File: src/hw/rtl/wbla_pkg.sv
package wbla_pkg;

    localparam int RING_DEPTH  = 1800;
    localparam int IDX_W       = $clog2(RING_DEPTH);
    localparam int CNT_W       = $clog2(RING_DEPTH + 1);
    localparam int SAMPLE_W    = 16;
    localparam int PERIOD_W    = 16;
    localparam int SUM_W       = SAMPLE_W + CNT_W;
    localparam int QUO_W       = 16;
    localparam int STEP_W      = $clog2(QUO_W);
    localparam int FRAC_W      = QUO_W + 1;
    localparam int WSEL_W      = 3;
    localparam int CFG_W       = 16;
    localparam int QUEUE_DEPTH = 4;
    localparam int QPTR_W      = $clog2(QUEUE_DEPTH);
    localparam int QCNT_W      = $clog2(QUEUE_DEPTH + 1);

    localparam logic [PERIOD_W-1:0] RESET_PERIOD = PERIOD_W'(2000);
    localparam logic [FRAC_W-1:0]   FULL_LOAD    = FRAC_W'(65536);

    typedef enum logic [0:0] {
        REG_WINDOW_SELECT,
        REG_SAMPLE_PERIOD
    } cfg_reg_t;

    typedef enum logic [2:0] {
        BK_IDLE,
        BK_READ,
        BK_WRITE,
        BK_SUM,
        BK_MUL,
        BK_CHK,
        BK_DIV,
        BK_OUT
    } back_state_t;

    typedef struct packed {
        logic [SAMPLE_W-1:0] busy;
        logic [PERIOD_W-1:0] period;
        logic [CNT_W-1:0]    wlen;
    } item_t;

    function automatic logic [CNT_W-1:0] window_length(input logic [WSEL_W-1:0] code);
        int n;
        case (code)
            3'd0:    n = 30;
            3'd1:    n = 150;
            3'd2:    n = 450;
            3'd3:    n = 900;
            default: n = 1800;
        endcase
        if (n > RING_DEPTH)
            n = RING_DEPTH;
        return CNT_W'(n);
    endfunction

endpackage

File: src/hw/rtl/wbla_queue.sv
module wbla_queue
    import wbla_pkg::*;
(
    input  logic  clk,
    input  logic  rst_n,
    input  logic  push,
    input  item_t push_item,
    output logic  full,
    input  logic  pop,
    output item_t pop_item,
    output logic  empty
);

    item_t              q_mem [QUEUE_DEPTH];
    logic [QPTR_W-1:0]  wr_ptr_reg, wr_ptr_next;
    logic [QPTR_W-1:0]  rd_ptr_reg, rd_ptr_next;
    logic [QCNT_W-1:0]  count_reg, count_next;

    assign full     = count_reg == QCNT_W'(QUEUE_DEPTH);
    assign empty    = count_reg == '0;
    assign pop_item = q_mem[rd_ptr_reg];

    always_comb
    begin
        wr_ptr_next = wr_ptr_reg;
        rd_ptr_next = rd_ptr_reg;
        count_next  = count_reg;
        if (push)
            wr_ptr_next = (wr_ptr_reg == QPTR_W'(QUEUE_DEPTH - 1)) ? '0 : wr_ptr_reg + 1'b1;
        if (pop)
            rd_ptr_next = (rd_ptr_reg == QPTR_W'(QUEUE_DEPTH - 1)) ? '0 : rd_ptr_reg + 1'b1;
        if (push && !pop)
            count_next = count_reg + 1'b1;
        else if (pop && !push)
            count_next = count_reg - 1'b1;
    end

    always_ff @(posedge clk)
    begin
        if (push)
            q_mem[wr_ptr_reg] <= push_item;
    end

    always_ff @(posedge clk or negedge rst_n)
    begin
        if (!rst_n)
        begin
            wr_ptr_reg <= '0;
            rd_ptr_reg <= '0;
            count_reg  <= '0;
        end
        else
        begin
            wr_ptr_reg <= wr_ptr_next;
            rd_ptr_reg <= rd_ptr_next;
            count_reg  <= count_next;
        end
    end

endmodule

File: config.mk
export PLATFORM = sky130hd
export DESIGN_NAME = wbla_queue
export DESIGN_NICKNAME = d
export VERILOG_FILES = /design/src/hw/rtl/wbla_pkg.sv /design/src/hw/rtl/wbla_queue.sv
export SDC_FILE = /design/constraint.sdc
export NUM_CORES = 1
export LEC_CHECK = 0
export ABC_AREA = 0
export ABC_CLOCK_PERIOD_IN_PS = 2100
export BUFFER_PORTS_ARGS = -buffer_cell sky130_fd_sc_hd__buf_2
export CAP_MARGIN = 30
export CELL_PAD_IN_SITES_DETAIL_PLACEMENT = 0
export CELL_PAD_IN_SITES_GLOBAL_PLACEMENT = 2
export CORE_MARGIN = 8
export CORE_UTILIZATION = 40
export DETAILED_ROUTE_END_ITERATION = 10
export PLACE_DENSITY_LB_ADDON = 0.1
export SYNTH_ARGS = -nofsm -noshare
export SYNTH_HDL_FRONTEND = slang
export SYNTH_SLANG_ARGS = --single-unit
File: constraint.sdc
create_clock -name clk -period 2.1 [get_ports clk]
set_input_delay 0 -clock clk [delete_from_list [all_inputs] [get_ports clk]]
set_output_delay 0 -clock clk [all_outputs]
set_load 0.02 [all_outputs]
==> qor.yml <==
status: "finished, final reports clean"
fmax_mhz: 521
timing.max_cap.violations: 0
drt_first_iter_violations: 145
fp.dieArea_um2: 21100
period_needed_ns: 1.92
vias_per_cell: 4.73
cts_resized: 0
coreArea_um2: 16500
syn2layout_area_growth_pct: 28.8
grt_max_degree: 30
fillers: 1363
syn-num-nets: 316
final_cell_mix: "edfxtp_1, buf_2, dlygate4sd3_1"
synth_seq_cells: 179
place_congestion: 0.659
hold_depth: 2
grt_pass1_vias: 3617
htree_levels: 4
layout_commonest_cell: "edfxtp_1"
largest_reg_flops: 172
hpwl_um: 7900
whs_endpoint: "q_mem[1][5]"
syn_avg_cell_area_um2: 25.5
netlist_area_um2: 6680
hp-class: "in -> reg"
die_width_um: 145
ioPinCount: 92
end_kind: "primary output"
timing.final.crit_share: 0.914
power.density_nw_per_um2: 1370
r2r_start: "wr_ptr_reg[1]"
detailedPlace.worstSlack_ns: 0.425
ys_seq_area_frac: 0.799
hold_violations: 0
cts-root-buf: "clkbuf_16"
grt_usage: 0.124
grt_overflow: 0
cts_buffers: 17
fin_cells: 662
routed-via-count: 3130
path_clk_slew_ns: 0.07
cp_max_fo: 12
drt_pass1_iterations: 4
finClkSkew_ns: 0.0100
start_kind: "flop"
io_buffer_count: 91
grt_antenna_before_repair: 0
avgRoutedWirePerCell_um: 18.7
route.detailed.drc: 0
diodes: 0
fin_tns_setup_ns: 0
slew_headroom: 0.694
regToRegSetupSlack_ns: 0.54
setup_viol: 0
cp.required_ns: 2.10
drt_wl_total_um: 12400
clockBufferDepth: 2
worstPathArrival_ns: 1.92
tightest_slew_ns: 0.458
drive_above_1_share: 0.428
clock_latency_ns: 0.42
power.leakage_uw: 0.00305
vdd_drop_max_mv: 0.767
clock-sinks: 179
slew_viol_final: 0
dp_cells: 578
yosysUniqueCellTypes: 19
fin_ws_ns: 0.180
cts_tree: "yes"
syn_inst: 262
initial_core_util: 0.406
grt_first_pass_wirelength_um: 20000
r2r_end: "q_mem[1][39]"
rsz0062_at_grt: "no"
fp.dieH_um: 145
layout.nets: 483
rows: 47
ff2ff_path_depth: 4
hold_start: "push_item[5]"
holdWs_ns: 0.333
crit_type: "reg -> out"
yosysWarnings: 0
detail-route-antenna-nets: 0
-- stage by stage --
step / utilization / power [uW] / instance area (um^2)
after floorplan: - / 7370 / 6680
after global placement: 0.453 / 8460 / 7470
after detailed placement: 0.453 / 8500 / 7470
after CTS: 0.522 / 12000 / 8600
after global routing: 0.522 / 12400 / 8600
final: 0.522 / 11800 / 8600
-- logic make-up after synthesis --
logic type      Yosys count  share of synthesized area
xor+xnor                  3                    0.00393
buf+inv                  14                     0.0197
compound gates            2                    0.00150
flops                   179                      0.799
simple gates             11                    0.00843
mux                      46                      0.153
fa+ha+maj                 7                     0.0142
-- Yosys cell counts --
cell type,number,share of area
xor2_1,2,0.0026
inv_1,4,0.0022
nand2_1,2,0.0011
nor3b_1,1,0.0011
buf_2,5,0.0037
mux4_1,5,0.020
nor3_1,1,0.00075
dfrtp_1,7,0.026
mux4_2,38,0.13
ha_1,6,0.011
buf_6,1,0.0017
edfxtp_1,172,0.77
mux2_2,3,0.0051
xnor2_1,1,0.0013
buf_12,4,0.012
fa_1,1,0.0030
o21ai_0,2,0.0015
nor2_1,3,0.0017
and2_1,4,0.0037
-- layout make-up --
class	instances	area [um^2]	share of cell area
Sequential cell	179	5350	0.621
Multi-Input combinational cell	69	1210	0.141
Timing Repair Buffer	158	1130	0.131
Clock buffer	18	429	0.0499
Tap cell	220	275	0.0320
Clock inverter	14	199	0.0231
Inverter	4	15.0	0.00175
-- worst max path at each step --
stage | from | end | slack [ns]
3_3_place_gp | rd_ptr_reg[0] | pop_item[19] | 0.45
6_report | rd_ptr_reg[0] | pop_item[30] | 0.18
5_1_grt | rd_ptr_reg[0] | pop_item[26] | 0.08
4_1_cts | rd_ptr_reg[1] | pop_item[36] | 0.11
2_1_floorplan | wr_ptr_reg[0] | q_mem[0][0] | 0.04
3_5_place_dp | rd_ptr_reg[0] | pop_item[30] | 0.43
-- what timing repair did --
item,CTS,global route
endpoints found under the setup margin,11,0
endpoints found under the hold margin,183,0
hold buffers,47,0
setup buffers,5,0
-- power by group --
group          internal, uW  leakage, uW  switching (uW)
Sequential             4590      0.00166             284
Clock                  2010     0.000306            1300
Combinational          1620      0.00109            1950
-- layer usage --
layer  vias up  GRT usage  wire, um
met5         -          0         0
met1      1606      0.154      5540
met3         9     0.0482       611
met2        74      0.200      6090
met4         0     0.0328       114
li1       1441          -         -
-- worst max-delay path, stage by stage (launching register included) --
cell     delay, ns
dfrtp_4       0.56
buf_4         0.24
mux4_2        0.52
buf_2         0.18
(Power assumes the default switching activity.)
