$ cat src/hw/rtl/wbla_pkg.sv
package wbla_pkg;

    localparam int RING_DEPTH  = 1800;
    localparam int IDX_W       = $clog2(RING_DEPTH);
    localparam int CNT_W       = $clog2(RING_DEPTH + 1);
    localparam int SAMPLE_W    = 16;
    localparam int PERIOD_W    = 16;
    localparam int SUM_W       = SAMPLE_W + CNT_W;
    localparam int QUO_W       = 16;
    localparam int STEP_W      = $clog2(QUO_W);
    localparam int FRAC_W      = QUO_W + 1;
    localparam int WSEL_W      = 3;
    localparam int CFG_W       = 16;
    localparam int QUEUE_DEPTH = 4;
    localparam int QPTR_W      = $clog2(QUEUE_DEPTH);
    localparam int QCNT_W      = $clog2(QUEUE_DEPTH + 1);

    localparam logic [PERIOD_W-1:0] RESET_PERIOD = PERIOD_W'(2000);
    localparam logic [FRAC_W-1:0]   FULL_LOAD    = FRAC_W'(65536);

    typedef enum logic [0:0] {
        REG_WINDOW_SELECT,
        REG_SAMPLE_PERIOD
    } cfg_reg_t;

    typedef enum logic [2:0] {
        BK_IDLE,
        BK_READ,
        BK_WRITE,
        BK_SUM,
        BK_MUL,
        BK_CHK,
        BK_DIV,
        BK_OUT
    } back_state_t;

    typedef struct packed {
        logic [SAMPLE_W-1:0] busy;
        logic [PERIOD_W-1:0] period;
        logic [CNT_W-1:0]    wlen;
    } item_t;

    function automatic logic [CNT_W-1:0] window_length(input logic [WSEL_W-1:0] code);
        int n;
        case (code)
            3'd0:    n = 30;
            3'd1:    n = 150;
            3'd2:    n = 450;
            3'd3:    n = 900;
            default: n = 1800;
        endcase
        if (n > RING_DEPTH)
            n = RING_DEPTH;
        return CNT_W'(n);
    endfunction

endpackage

$ cat src/hw/rtl/wbla_front.sv
module wbla_front
    import wbla_pkg::*;
(
    input  logic              clk,
    input  logic              rst_n,
    input  logic              cfg_we,
    input  logic [0:0]        cfg_index,
    input  logic [CFG_W-1:0]  cfg_wdata,
    input  logic              in_valid,
    output logic              in_stall,
    input  logic              busy_req,
    input  logic              q_full,
    output logic              push,
    output item_t             push_item
);

    logic [WSEL_W-1:0]   window_select_reg;
    logic [PERIOD_W-1:0] sample_period_reg;
    logic [SAMPLE_W-1:0] busy_ticks_reg, busy_ticks_next;
    logic [PERIOD_W-1:0] period_ticks_reg, period_ticks_next;

    logic [PERIOD_W-1:0] period_eff;
    logic [SAMPLE_W-1:0] busy_inc;
    logic [PERIOD_W:0]   count;
    logic                close;
    logic                accept;

    always_ff @(posedge clk or negedge rst_n)
    begin
        if (!rst_n)
        begin
            window_select_reg <= '0;
            sample_period_reg <= RESET_PERIOD;
        end
        else if (cfg_we)
        begin
            case (cfg_index)
                REG_WINDOW_SELECT: window_select_reg <= cfg_wdata[WSEL_W-1:0];
                REG_SAMPLE_PERIOD: sample_period_reg <= cfg_wdata[PERIOD_W-1:0];
                default:           ;
            endcase
        end
    end

    assign period_eff = (sample_period_reg == '0) ? PERIOD_W'(1) : sample_period_reg;
    assign busy_inc   = busy_ticks_reg + SAMPLE_W'(busy_req);
    assign count      = (PERIOD_W+1)'(period_ticks_reg) + (PERIOD_W+1)'(1);
    assign close      = count >= (PERIOD_W+1)'(period_eff);
    assign in_stall   = q_full;
    assign accept     = in_valid && !in_stall;
    assign push       = accept && close;

    assign push_item.busy   = busy_inc;
    assign push_item.period = period_eff;
    assign push_item.wlen   = window_length(window_select_reg);

    always_comb
    begin
        busy_ticks_next   = busy_ticks_reg;
        period_ticks_next = period_ticks_reg;
        if (accept)
        begin
            if (close)
            begin
                busy_ticks_next   = '0;
                period_ticks_next = '0;
            end
            else
            begin
                busy_ticks_next   = busy_inc;
                period_ticks_next = count[PERIOD_W-1:0];
            end
        end
    end

    always_ff @(posedge clk or negedge rst_n)
    begin
        if (!rst_n)
        begin
            busy_ticks_reg   <= '0;
            period_ticks_reg <= '0;
        end
        else
        begin
            busy_ticks_reg   <= busy_ticks_next;
            period_ticks_reg <= period_ticks_next;
        end
    end

endmodule

$ cat config.mk
export PLATFORM = sky130hd
export DESIGN_NAME = wbla_front
export DESIGN_NICKNAME = d
export VERILOG_FILES = /design/src/hw/rtl/wbla_pkg.sv /design/src/hw/rtl/wbla_front.sv
export SDC_FILE = /design/constraint.sdc
export NUM_CORES = 1
export LEC_CHECK = 0
export BUFFER_PORTS_ARGS = -buffer_cell sky130_fd_sc_hd__buf_2
export CORE_MARGIN = 1
export CORE_UTILIZATION = 54
export CTS_CLUSTER_SIZE = 10
export DETAILED_ROUTE_END_ITERATION = 8
export GPL_TIMING_DRIVEN = 0
export PLACE_DENSITY = 0.88
export SKIP_CTS_REPAIR_TIMING = 1
export SLEW_MARGIN = 20
export SYNTH_ARGS = -nofsm -noshare
export SYNTH_HDL_FRONTEND = slang
export SYNTH_SLANG_ARGS = --single-unit
$ cat constraint.sdc
create_clock -name clk -period 5.25 [get_ports clk]
set_input_delay 0.525 -clock clk [delete_from_list [all_inputs] [get_ports clk]]
set_output_delay 0.525 -clock clk [all_outputs]
set_load 0.01 [all_outputs]
==> results.json <==
{
  "grt_pass1_wl_um": 13100,
  "slew_viol_final": 0,
  "period_share_pct": 81.5,
  "fp.dieH_um": 81.2,
  "grt_pass1_vias": 2811,
  "dp_hpwl_um": 5690,
  "cts.clk_slew.worst_paths_ps": 90,
  "p_seq_share_pct": 47.5,
  "intPower_mw": 0.689,
  "synth-edff-count": 0,
  "antenna_found_initial": 0,
  "cp-startpoint": "period_ticks_reg[0]",
  "yosysWarnings": 0,
  "seqCellArea_mm2": 0.00128,
  "end_kind": "output port",
  "drt_iter0_drc": 238,
  "grtUsageTotal_pct": 26.2,
  "drv_cap": 0,
  "fill_cells": 472,
  "p_leak_nw": 1.87,
  "drt.antenna.violating_nets": 0,
  "setup_violations": 0,
  "critPathMaxStageDelay_ps": 460,
  "ir_drop_mv": 0.146,
  "grt_max_degree": 52,
  "p_sw_mw": 0.379,
  "dieArea_mm2": 0.00659,
  "path_max_fanout": 5,
  "synth-main-ff-cell": "dfrtp_1",
  "ys_seq_elements": 51,
  "status": "complete, no violations",
  "wl_per_cell_um": 15.3,
  "tightest_slew_ps": 657,
  "hold_violations": 0,
  "clk_latency_ps": 310,
  "fin_skew_ps": 10.9,
  "synth_area_mm2": 0.00339,
  "p_total_mw": 1.07,
  "cts_buffers": 5,
  "hold_slack_ps": 229,
  "ys_seq_area_share_pct": 37.9,
  "drc_errors": 0,
  "nets": 476,
  "grt_remaining_overflow": 0,
  "multiInputGateArea_mm2": 0.00188,
  "wirelength_um": 7780,
  "hp-class": "in -> async",
  "die_w_um": 81.2,
  "crit_chain": "ha_1 > nand2_1 > nor2_2 > nand2_1 > nor3_1 > xor2_1 > ha_1 > a211oi_1 > o21ai_1 > a211oi_2 > o31a_1 > a21oi_2 > buf_2",
  "cts_buffer_depth": 2,
  "io-pin-count": 68,
  "fin_crit_ps": 4280,
  "clkSinkCount": 51,
  "vias": 2909,
  "synth-async-reset-ratio_pct": 100,
  "slew_headroom_pct": 56.2,
  "cts_max_level": 2,
  "diodes": 0,
  "vias_per_cell": 5.70,
  "area_growth_pct": 14.9,
  "netSwitchingFraction_pct": 35.5,
  "crit_family": "compound AO/OA/AOI/OAI gates",
  "grt_setup_unrepaired": "no",
  "stdcell_count": 510,
  "cts_root_buf": "clkbuf_8",
  "critPathKind": "reg -> out",
  "syn_avg_cell_area_um2": 9.38,
  "placementRows": 28,
  "synth_cell_type_count": 57,
  "fin_tns_setup_ps": 0,
  "fin_util_pct": 65.0,
  "drt_pre_antenna_iters": 5,
  "clock.fmax_ghz": 0.234,
  "synthCells": 361,
  "mostFrequentLayoutCell": "buf_2",
  "start_util_pct": 56.5,
  "r2r_start": "period_ticks_reg[0]",
  "crit_buf_inv": 1,
  "io_buffers": 65,
  "crit_required_ps": 4720,
  "p_clk_share_pct": 21.0,
  "p_per_area_mw_per_mm2": 274,
  "cts_tree": "yes",
  "mostFrequentLayoutCells": "buf_2, dfrtp_1, nand2_1",
  "critPathLaunchType": "register",
  "cp.arrival_ps": 3750,
  "p_comb_share_pct": 31.5,
  "place_inst": 502,
  "coreArea_mm2": 0.00599,
  "slowest_stage": "dfrtp_1",
  "drive_gt1_share_pct": 29.2,
  "place.gp.congestion": 0.841
}
==> layer usage <==
layer	vias up	share of wire, %	track usage [%]
met1	1385	41	31.8
met2	96	51	45.0
li1	1398	-	-
met4	0	3.9	11.8
met3	30	4.4	4.94
met5	-	0	0
==> path summary, 6_finish.rpt <==
check	slack, ps	end	depth (start not counted)
setup / recovery	970	push	13
hold / removal	230	busy_ticks_reg[11]	1
setup reg to reg	1560	busy_ticks_reg[1]	13
hold reg to reg	510	busy_ticks_reg[0]	2
max in group asynchronous	4560	sample_period_reg[0]	1
min in group clk	440	sample_period_reg[15]	2
==> cells in the mapped netlist, drive strengths merged (3+ instances only) <==
cell type | n | area (µm²)
ha | 19 | 238
a211oi | 8 | 65.1
nand4 | 10 | 77.6
nor3 | 12 | 81.3
inv | 23 | 86.3
a22o | 6 | 52.6
nand2 | 42 | 160
nand3 | 15 | 85.1
dfstp | 6 | 158
nor2b | 4 | 25.0
and3 | 4 | 25.0
dfrtp | 45 | 1130
mux2 | 19 | 214
a21o | 3 | 22.5
o31ai | 6 | 78.8
buf | 6 | 50.0
and2 | 8 | 50.1
clkbuf | 24 | 90.1
a21oi | 7 | 38.8
a31o | 7 | 61.3
o21ai | 17 | 85.1
nor2 | 20 | 90.1
xor2 | 13 | 114
nor4 | 4 | 25.0
xnor2 | 15 | 131
==> worst register-to-register path, cell delays in order (launching register included) <==
cell	delay, ps
dfrtp_1	460
ha_1	310
nand2_1	120
nor2_2	220
nand2_1	200
nor3_1	250
xor2_1	280
ha_1	310
a211oi_1	230
o21ai_1	120
a211oi_2	350
o31a_1	310
nand2_2	170
o21ai_0	260
==> cell type report <==
type | count | area share (%)
multi-input combinational | 258 | 48.3
buffer | 30 | 3.60
clock buffer | 8 | 2.06
inverter | 23 | 2.22
timing repair buffer | 65 | 8.42
tap | 75 | 2.41
sequential | 51 | 33.0
==> metrics by stage <==
| stage | cell area [µm²] | worst slack (ps) |
|---|---|---|
| 6_report | 3890 | 973 |
| 5_1_grt | 3890 | 706 |
| 4_1_cts | 3890 | 1020 |
| 3_5_place_dp | 3810 | 1370 |
| 3_3_place_gp | 3810 | 1430 |
| 2_1_floorplan | 3390 | 2010 |
==> kinds of logic (layout without fill, tap and decap cells) <==
logic type      count (synthesis)  in the layout  synth area share, %
fa+ha+maj                      19             19                 7.02
simple gates                  126            126                 19.8
flops                          51             51                 37.9
xor+xnor                       28             28                 7.24
buf+inv                        53            126                 6.69
mux                            20             20                 6.61
compound gates                 63             63                 14.7
other cells                     1              2                0.111
==> power groups by stage <==
stage	registers (mW)	logic (mW)	clock network [mW]
final	0.508	0.336	0.224
after global routing	0.518	0.377	0.241
after CTS	0.507	0.339	0.227
after detailed placement	0.515	0.333	0
after global placement	0.512	0.314	0
after floorplan	0.500	0.228	0
Power figures use the tool's default switching activity.
